--- src/rtl/core/mcr_pkg.sv ---
package mcr_pkg;

  localparam int COORD_BITS = 11;
  localparam int OUT_BITS   = COORD_BITS + 2;
  localparam int DEC_BITS   = COORD_BITS + 5;
  localparam int COLOR_BITS = 24;
  localparam int PIX_BITS   = 3;
  localparam int PC_BITS    = 4;

  localparam logic REQ_START = 1'b0;
  localparam logic REQ_STEP  = 1'b1;

  localparam logic [PC_BITS-1:0] ST_WAIT     = PC_BITS'(0);
  localparam logic [PC_BITS-1:0] ST_DISPATCH = PC_BITS'(1);
  localparam logic [PC_BITS-1:0] ST_INC_X    = PC_BITS'(2);
  localparam logic [PC_BITS-1:0] ST_DEC_Y    = PC_BITS'(3);
  localparam logic [PC_BITS-1:0] ST_ADD_D    = PC_BITS'(4);
  localparam logic [PC_BITS-1:0] ST_EMIT0    = PC_BITS'(5);
  localparam logic [PC_BITS-1:0] ST_EMIT7    = PC_BITS'(12);

  typedef enum logic [2:0] {
    OP_WAIT,
    OP_NOP,
    OP_INC_X,
    OP_DEC_Y,
    OP_ADD_D,
    OP_EMIT
  } op_t;

  typedef enum logic [1:0] {
    COND_NEVER,
    COND_ALWAYS,
    COND_NO_WORK,
    COND_START
  } cond_t;

  typedef struct packed {
    op_t                 op;
    logic [PIX_BITS-1:0] pix;
    cond_t               cond;
    logic [PC_BITS-1:0]  target;
  } ucode_t;

  typedef struct packed {
    logic hold;
    logic no_work;
    logic start;
  } status_t;

  function automatic ucode_t ucode_word(logic [PC_BITS-1:0] pc);
    ucode_t w;
    w = '{op: OP_WAIT, pix: '0, cond: COND_ALWAYS, target: ST_WAIT};
    if (pc >= ST_EMIT0 && pc <= ST_EMIT7) begin
      w.op     = OP_EMIT;
      w.pix    = PIX_BITS'(pc - ST_EMIT0);
      w.cond   = (pc == ST_EMIT7) ? COND_ALWAYS : COND_NEVER;
      w.target = ST_WAIT;
    end else begin
      unique case (pc)
        ST_WAIT:     w = '{op: OP_WAIT, pix: '0, cond: COND_NO_WORK, target: ST_WAIT};
        ST_DISPATCH: w = '{op: OP_NOP, pix: '0, cond: COND_START, target: ST_EMIT0};
        ST_INC_X:    w = '{op: OP_INC_X, pix: '0, cond: COND_NEVER, target: ST_WAIT};
        ST_DEC_Y:    w = '{op: OP_DEC_Y, pix: '0, cond: COND_NEVER, target: ST_WAIT};
        ST_ADD_D:    w = '{op: OP_ADD_D, pix: '0, cond: COND_NEVER, target: ST_WAIT};
        default:     w = '{op: OP_WAIT, pix: '0, cond: COND_ALWAYS, target: ST_WAIT};
      endcase
    end
    return w;
  endfunction

endpackage

--- src/rtl/core/mcr_sequencer.sv ---
module mcr_sequencer import mcr_pkg::*; (
  input  logic    clk,
  input  logic    rst,
  input  status_t stat,
  output ucode_t  ctl
);

  logic [PC_BITS-1:0] pc;
  logic [PC_BITS-1:0] pc_next;
  logic               jump;

  always_comb begin
    ctl = ucode_word(pc);
    unique case (ctl.cond)
      COND_NEVER:   jump = 1'b0;
      COND_ALWAYS:  jump = 1'b1;
      COND_NO_WORK: jump = stat.no_work;
      COND_START:   jump = stat.start;
      default:      jump = 1'b0;
    endcase
    if (stat.hold) begin
      pc_next = pc;
    end else if (jump) begin
      pc_next = ctl.target;
    end else begin
      pc_next = pc + PC_BITS'(1);
    end
  end

  always_ff @(posedge clk) begin
    if (rst) begin
      pc <= ST_WAIT;
    end else begin
      pc <= pc_next;
    end
  end

endmodule

--- config.mk ---
export PLATFORM = sky130hd
export DESIGN_NAME = mcr_sequencer
export DESIGN_NICKNAME = d
export VERILOG_FILES = /design/src/rtl/core/mcr_pkg.sv /design/src/rtl/core/mcr_sequencer.sv
export SDC_FILE = /design/constraint.sdc
export NUM_CORES = 1
export LEC_CHECK = 0
export BUFFER_PORTS_ARGS = -buffer_cell sky130_fd_sc_hd__buf_2
export CAP_MARGIN = 20
export CORE_AREA = 4 4 41 43
export DETAILED_ROUTE_END_ITERATION = 8
export DIE_AREA = 0 0 45 47
export GPL_ROUTABILITY_DRIVEN = 0
export HOLD_SLACK_MARGIN = 0.05
export SLEW_MARGIN = 20
export SYNTH_ARGS = -nofsm -noshare
export SYNTH_HDL_FRONTEND = slang
export SYNTH_SLANG_ARGS = --single-unit
--- constraint.sdc ---
create_clock -name clk -period 2.15 [get_ports clk]
set_input_delay 0.1075 -clock clk [delete_from_list [all_inputs] [get_ports clk]]
set_output_delay 0.1075 -clock clk [all_outputs]
set_load 0.02 [all_outputs]
==> results.json, run 1 <==
{
  "final_layout_size_suffix_gt1_frac": 0.3289,
  "buffer_and_inverter_count_on_the_worst_path": 2,
  "synth.top_cells.by_count": "nor2_1 (7), ha_1 (5), a21oi_1 (4), buf_4 (4), dfxtp_1 (4)",
  "die_height_um": 47,
  "max_freq_ghz": 0.5192,
  "critical_path.slowest_cell": "dfxtp_1",
  "grt_pass1_wl_um": 2021,
  "layout_worst_path_cycle_share": 0.8958,
  "reg2reg_depth": 6,
  "final_hold_viol_count": 0,
  "cts_buffers": 3,
  "multi_input_area_um2": 366.6,
  "final_antenna_net_count": 0,
  "worst-path-stages": 6,
  "cts_root_buffer": "clkbuf_4",
  "largest-register": "pc",
  "initialDrtViolationCount": 10,
  "cts.htree.levels": 1,
  "worst_ep_required_time_ns": 2.04,
  "cp-startpoint": "pc[0]",
  "synth_largest_type_area_fraction": 0.1580,
  "antenna_found_initial": 0,
  "yosys-top-cells-area": "dfxtp_1 (16%), ha_1 (12%), buf_4 (5.9%)",
  "run_status": "finished, final reports clean",
  "tritoncts": "done",
  "num-fill-cells": 152,
  "core-area_um2": 1301,
  "final-setup-viol-count": 0,
  "pwr_density_cell_nw_per_um2": 577.2,
  "timing.final.max_slew_violations": 0,
  "ff2ff_setup_slack_ns": 0.36,
  "crit_path_start_kind": "flop",
  "worst_path_largest_cell_delay_ns": 0.37,
  "worst_hold_path_type": "input port to flop",
  "rsz0062_at_grt": "false",
  "synth_cell_type_count": 37,
  "fin_skew_ns": 0.0009353,
  "timing.critical_path.cells": "inv_1 -> ha_1 -> nor2_2 -> a21oi_1 -> o22ai_1 -> buf_2",
  "data_arrival_time_at_the_worst_slack_endpoint_ns": 1.82,
  "tritoncts_num_sinks": 4,
  "die_area_um2": 2115,
  "totalWireLength_um": 1211,
  "worstSetupEndpoint": "ctl[4]",
  "drt-vias-per-instance": 5.440,
  "final.min_clock_period_ns": 1.926,
  "track_usage": 0.1319,
  "port-buffer-count": 14,
  "max_ffs_per_register": 4,
  "post-synth-top-area-cell": "dfxtp_1",
  "synth_sequential_area_ratio": 0.1580,
  "postSynthCellCount": 65,
  "number_of_remaining_drc_errors": 0,
  "first_global_vias": 451,
  "final_routed_wire_length_divided_by_cell_count_um": 13.31,
  "critPathTopFamily": "flip-flops",
  "synthToLayoutAreaGrowth_pct": 13.09,
  "ys_ff_latch": 4,
  "dr_total_vias": 495,
  "floorplan.initialDensity": 0.3894,
  "fp-row-count": 13,
  "ys_warnings": 0,
  "critical_path.reg2reg.startpoint": "pc[0]",
  "r2r_end": "pc[0]",
  "total_leakage_power_nw": 0.2653,
  "insertion_delay_ns": 0.23,
  "layout.area.seq_um2": 80.08,
  "placed_instance_count": 88,
  "synth_enable_flop_cells": 0,
  "mean_post_synth_cell_area_um2": 7.796,
  "clock_pin_slew_of_the_registers_on_the_worst_case_setup_and_hold_paths_ns": 0.04,
  "die_width_um": 45,
  "clk_path_buf_depth": 2,
  "insertedDiodeCount": 0,
  "cp_endpoint_kind": "primary output",
  "grt_max_degree": 13,
  "post_synth_instance_area_um2": 506.7,
  "dominant_cell_by_count_in_the_synthesized_netlist": "nor2_1",
  "design.final.nets": 88,
  "cts_hold_buffers": 0,
  "num_io_pins": 17,
  "criticalPathCategory": "flop to primary output",
  "asyncSetResetFlopFracSynth": 0,
  "final.setup.tns_ns": 0,
  "synth-main-ff-cell": "dfxtp_1",
  "cap_violations": 0,
  "reg_top3": "pc (4)",
  "critical_path.max_fanout": 8,
  "dr.pass1.iters": 4,
  "post-dp-hpwl_um": 939.7,
  "final_cell_count_no_fill": 91,
  "hold_depth": 2,
  "vdd_ir_drop_max_mv": 0.2469,
  "gr-total-overflow": 0
}
## routing by layer
layer	up-vias	routed length, um	GRT usage
met5	-	0	0
met4	0	0	0.07602
met3	0	111	0.04215
met2	23	527	0.1723
met1	210	572	0.1864
li1	262	-	-
## power breakdown
group	total, mW	internal, mW	leakage [nW]	switching, mW
Combinational	0.155	0.0589	0.219	0.0960
Clock	0.0907	0.0623	0.0138	0.0284
Sequential	0.0852	0.0788	0.0326	0.00635
## logic make-up (layout without fill, tap and decap cells)
kind of cell	Yosys count	after routing	share of synthesized area
AO/OA/AOI/OAI	19	19	0.2914
adder cells (fa/ha/maj)	5	5	0.1235
buffers and inverters	11	21	0.1309
flip-flops	4	4	0.1580
multiplexers	3	3	0.06420
other	1	2	0.007400
AND/OR/NAND/NOR	22	22	0.2248
## worst min-delay path by stage
stage,from,end,slack (ns)
detailed placement,rst,pc[3],0.33
CTS,rst,pc[3],0.09
floorplan,rst,pc[3],0.18
global placement,rst,pc[3],0.34
finish,rst,pc[3],0.10
global route,rst,pc[3],0.11
## final cells by class
class                   count  share of cell area
inverters                   4             0.02620
multi-input cells          51              0.6397
flip-flops and latches      4              0.1397
repair buffers             14              0.1223
clock buffers               3             0.03930
well taps                  15             0.03275
## worst register-to-register path, stage by stage (launching register included)
cell and delay [ns]:
dfxtp_1 0.37, inv_1 0.13, ha_1 0.33, mux2_2 0.30
a31o_2 0.24, o2111ai_1 0.19, a221oi_1 0.10
## cell usage in the layout (no fill, tap or decap)
master and n:
o22ai_1 2, clkbuf_4 3, a41oi_1 1, mux2i_1 1, ha_1 5, or3b_2 1, buf_2 14, a311oi_1 1
clkinv_1 1, mux2_2 2, or3_1 1, nand2_1 2, a221oi_1 1, nand3_1 2, nor3_1 2, o31ai_1 1
conb_1 2, o211ai_2 1, o21a_1 1, a311o_1 1, nor2_1 6, a211o_1 1, nand3b_1 1, and3_1 1
dfxtp_1 4, a31oi_1 1, o2111ai_1 1, nand2b_1 3, nor4_1 1, inv_2 1, nor2_2 1, a21oi_1 4
or2_1 1, inv_1 2, a31o_2 1, o311a_1 1, a21oi_2 1
## metrics by stage
step	instance area, um2	hold slack [ns]	util	power (mW)	setup WS, ns
floorplan	510.5	0.1796	-	0.2060	0.4019
global placement	548.0	0.3380	0.4212	0.2393	0.4464
detailed placement	548.0	0.3348	0.4212	0.2396	0.3595
CTS	570.5	0.08727	0.4385	0.3359	0.1575
global route	573.1	0.1080	0.4404	0.3626	0.03915
finish	573.1	0.1016	0.4404	0.3308	0.2239
## what timing repair did
action,4_1_cts,5_1_grt
endpoints found under the setup margin,0,1
setup buffers,0,0
resized for setup,0,1
No activity file was read; power rests on OpenSTA's default activity.
==> run 2: changes to the inputs <==
Clock period 2.15 ns to 1.8 ns, I/O delays scaled along.
==> results.json, run 2 (same netlist as run 1, synthesis figures left out) <==
{
  "fin_skew_ns": 0.0005283,
  "criticalPathCategory": "flop to primary output",
  "core-area_um2": 1301,
  "final_area_um2": 633.1,
  "final_hold_viol_count": 0,
  "worst_path_largest_cell_delay_ns": 0.36,
  "antenna_found_initial": 0,
  "die_height_um": 47,
  "drt-vias-per-instance": 5.639,
  "postPlaceCellArea_um2": 585.6,
  "num_io_pins": 17,
  "insertedDiodeCount": 0,
  "synthToLayoutAreaGrowth_pct": 24.94,
  "final.setup.tns_ns": 0,
  "max_ffs_per_register": 4,
  "floorplan.initialDensity": 0.3894,
  "clock_pin_slew_of_the_registers_on_the_worst_case_setup_and_hold_paths_ns": 0.04,
  "cts_root_buffer": "clkbuf_4",
  "layout.area.seq_um2": 81.33,
  "critical_path.slowest_cell": "dfxtp_2",
  "timing.critical_path.mode_cell": "buf_4",
  "worst_hold_path_type": "input port to flop",
  "dr_total_vias": 547,
  "number_of_remaining_drc_errors": 0,
  "post-dp-hpwl_um": 1045,
  "cts.htree.levels": 1,
  "timing.critical_path.cells": "inv_2 -> ha_2 -> buf_4 -> nor3_1 -> nor2_1 -> o22ai_2 -> buf_4",
  "die_width_um": 45,
  "max_freq_ghz": 0.5920,
  "clk_path_buf_depth": 2,
  "grt_max_degree": 10,
  "layout_worst_path_cycle_share": 0.9385,
  "totalWireLength_um": 1319,
  "grt_use_met3": 0.04981,
  "design.final.nets": 94,
  "cp_endpoint_kind": "primary output",
  "tritoncts": "done",
  "first_global_vias": 515,
  "cts_buffers": 3,
  "largest-register": "pc",
  "vdd_ir_drop_max_mv": 0.3730,
  "worst_ep_required_time_ns": 1.71,
  "reg_top3": "pc (4)",
  "pwr_density_cell_nw_per_um2": 666.9,
  "critPathTopFamily": "buffers and inverters",
  "layout_setup_ws_ns": 0.1108,
  "crit_path_start_kind": "flop",
  "final.min_clock_period_ns": 1.689,
  "initialDrtViolationCount": 12,
  "track_usage": 0.1439,
  "most-common-layout-cells": "buf_2 (13), buf_4 (7), nor2_1 (6)",
  "final_routed_wire_length_divided_by_cell_count_um": 13.60,
  "globalRouteMet1Util": 0.1913,
  "dr.pass1.iters": 4,
  "timing.final.max_slew_violations": 0,
  "reg2reg_depth": 6,
  "final_antenna_net_count": 0,
  "grt_pass1_wl_um": 2277,
  "port-buffer-count": 14,
  "buffer_and_inverter_count_on_the_worst_path": 3,
  "data_arrival_time_at_the_worst_slack_endpoint_ns": 1.60,
  "global_route.peak_usage_layer": "met2",
  "num-fill-cells": 142,
  "tritoncts_num_sinks": 4,
  "cap_violations": 0,
  "most_frequent_standard_cell_in_the_layout_excluding_fill_and_tap_cells": "buf_2",
  "final-setup-viol-count": 0,
  "critical_path.max_fanout": 6,
  "final_layout_size_suffix_gt1_frac": 0.4390,
  "placement.setup.worst_slack_ns": 0.05468,
  "worst-path-stages": 7,
  "insertion_delay_ns": 0.23,
  "hold_depth": 2,
  "met2_usage": 0.2119,
  "run_status": "finished, final reports clean",
  "die_area_um2": 2115,
  "gr-total-overflow": 0,
  "total_leakage_power_nw": 0.2950,
  "fp-row-count": 13,
  "totalPowerFinal_mw": 0.4222,
  "multi_input_area_um2": 377.9
}
-- run 2: power by group --
part	switching [mW]	leakage, nW	internal [mW]
Sequential	0.00546	0.0329	0.0948
Combinational	0.124	0.248	0.0915
Clock	0.0327	0.0138	0.0743
-- run 2: what timing repair did --
action                                  4_1_cts  5_1_grt
endpoints found under the setup margin        4        9
endpoints found under the hold margin         0        0
gates resized for setup                       2        5
pin swaps                                     1        0
setup buffers                                 1        0
hold buffers                                  0        0
-- run 2: through the flow --
step,instances,util,hold WS (ns)
floorplan,66,-,0.1621
global placement,93,0.4500,0.3206
detailed placement,93,0.4500,0.3238
CTS,97,0.4769,0.08502
global route,97,0.4865,0.09379
finish,97,0.4865,0.09052
-- run 2: cell type report --
class,count,area share
flip-flops and latches,4,0.1285
multi-input cells,51,0.5968
inverters,4,0.02372
well taps,15,0.02964
clock buffers,3,0.03557
repair buffers,20,0.1858
-- run 2: worst register-to-register path: stages, from the launching register on --
cell	delay, ns
dfxtp_1	0.30
inv_1	0.12
ha_2	0.29
nand2b_1	0.17
a31o_2	0.20
o2111ai_1	0.13
a221oi_1	0.28
-- run 2: metal layers --
layer / up-vias / wire (um)
met1: 249 / 592
met4: 0 / 12
met5: - / 0
li1: 270 / -
met3: 2 / 108
met2: 26 / 605
-- run 2: final timing paths --
| kind | endpoint | slack [ns] | startpoint |
|---|---|---|---|
| worst min register to register | pc[3] | 0.55 | pc[3] |
| worst min-delay path | pc[0] | 0.09 | rst |
| worst max-delay path | ctl[4] | 0.11 | pc[0] |
| worst max register to register | pc[0] | 0.19 | pc[1] |
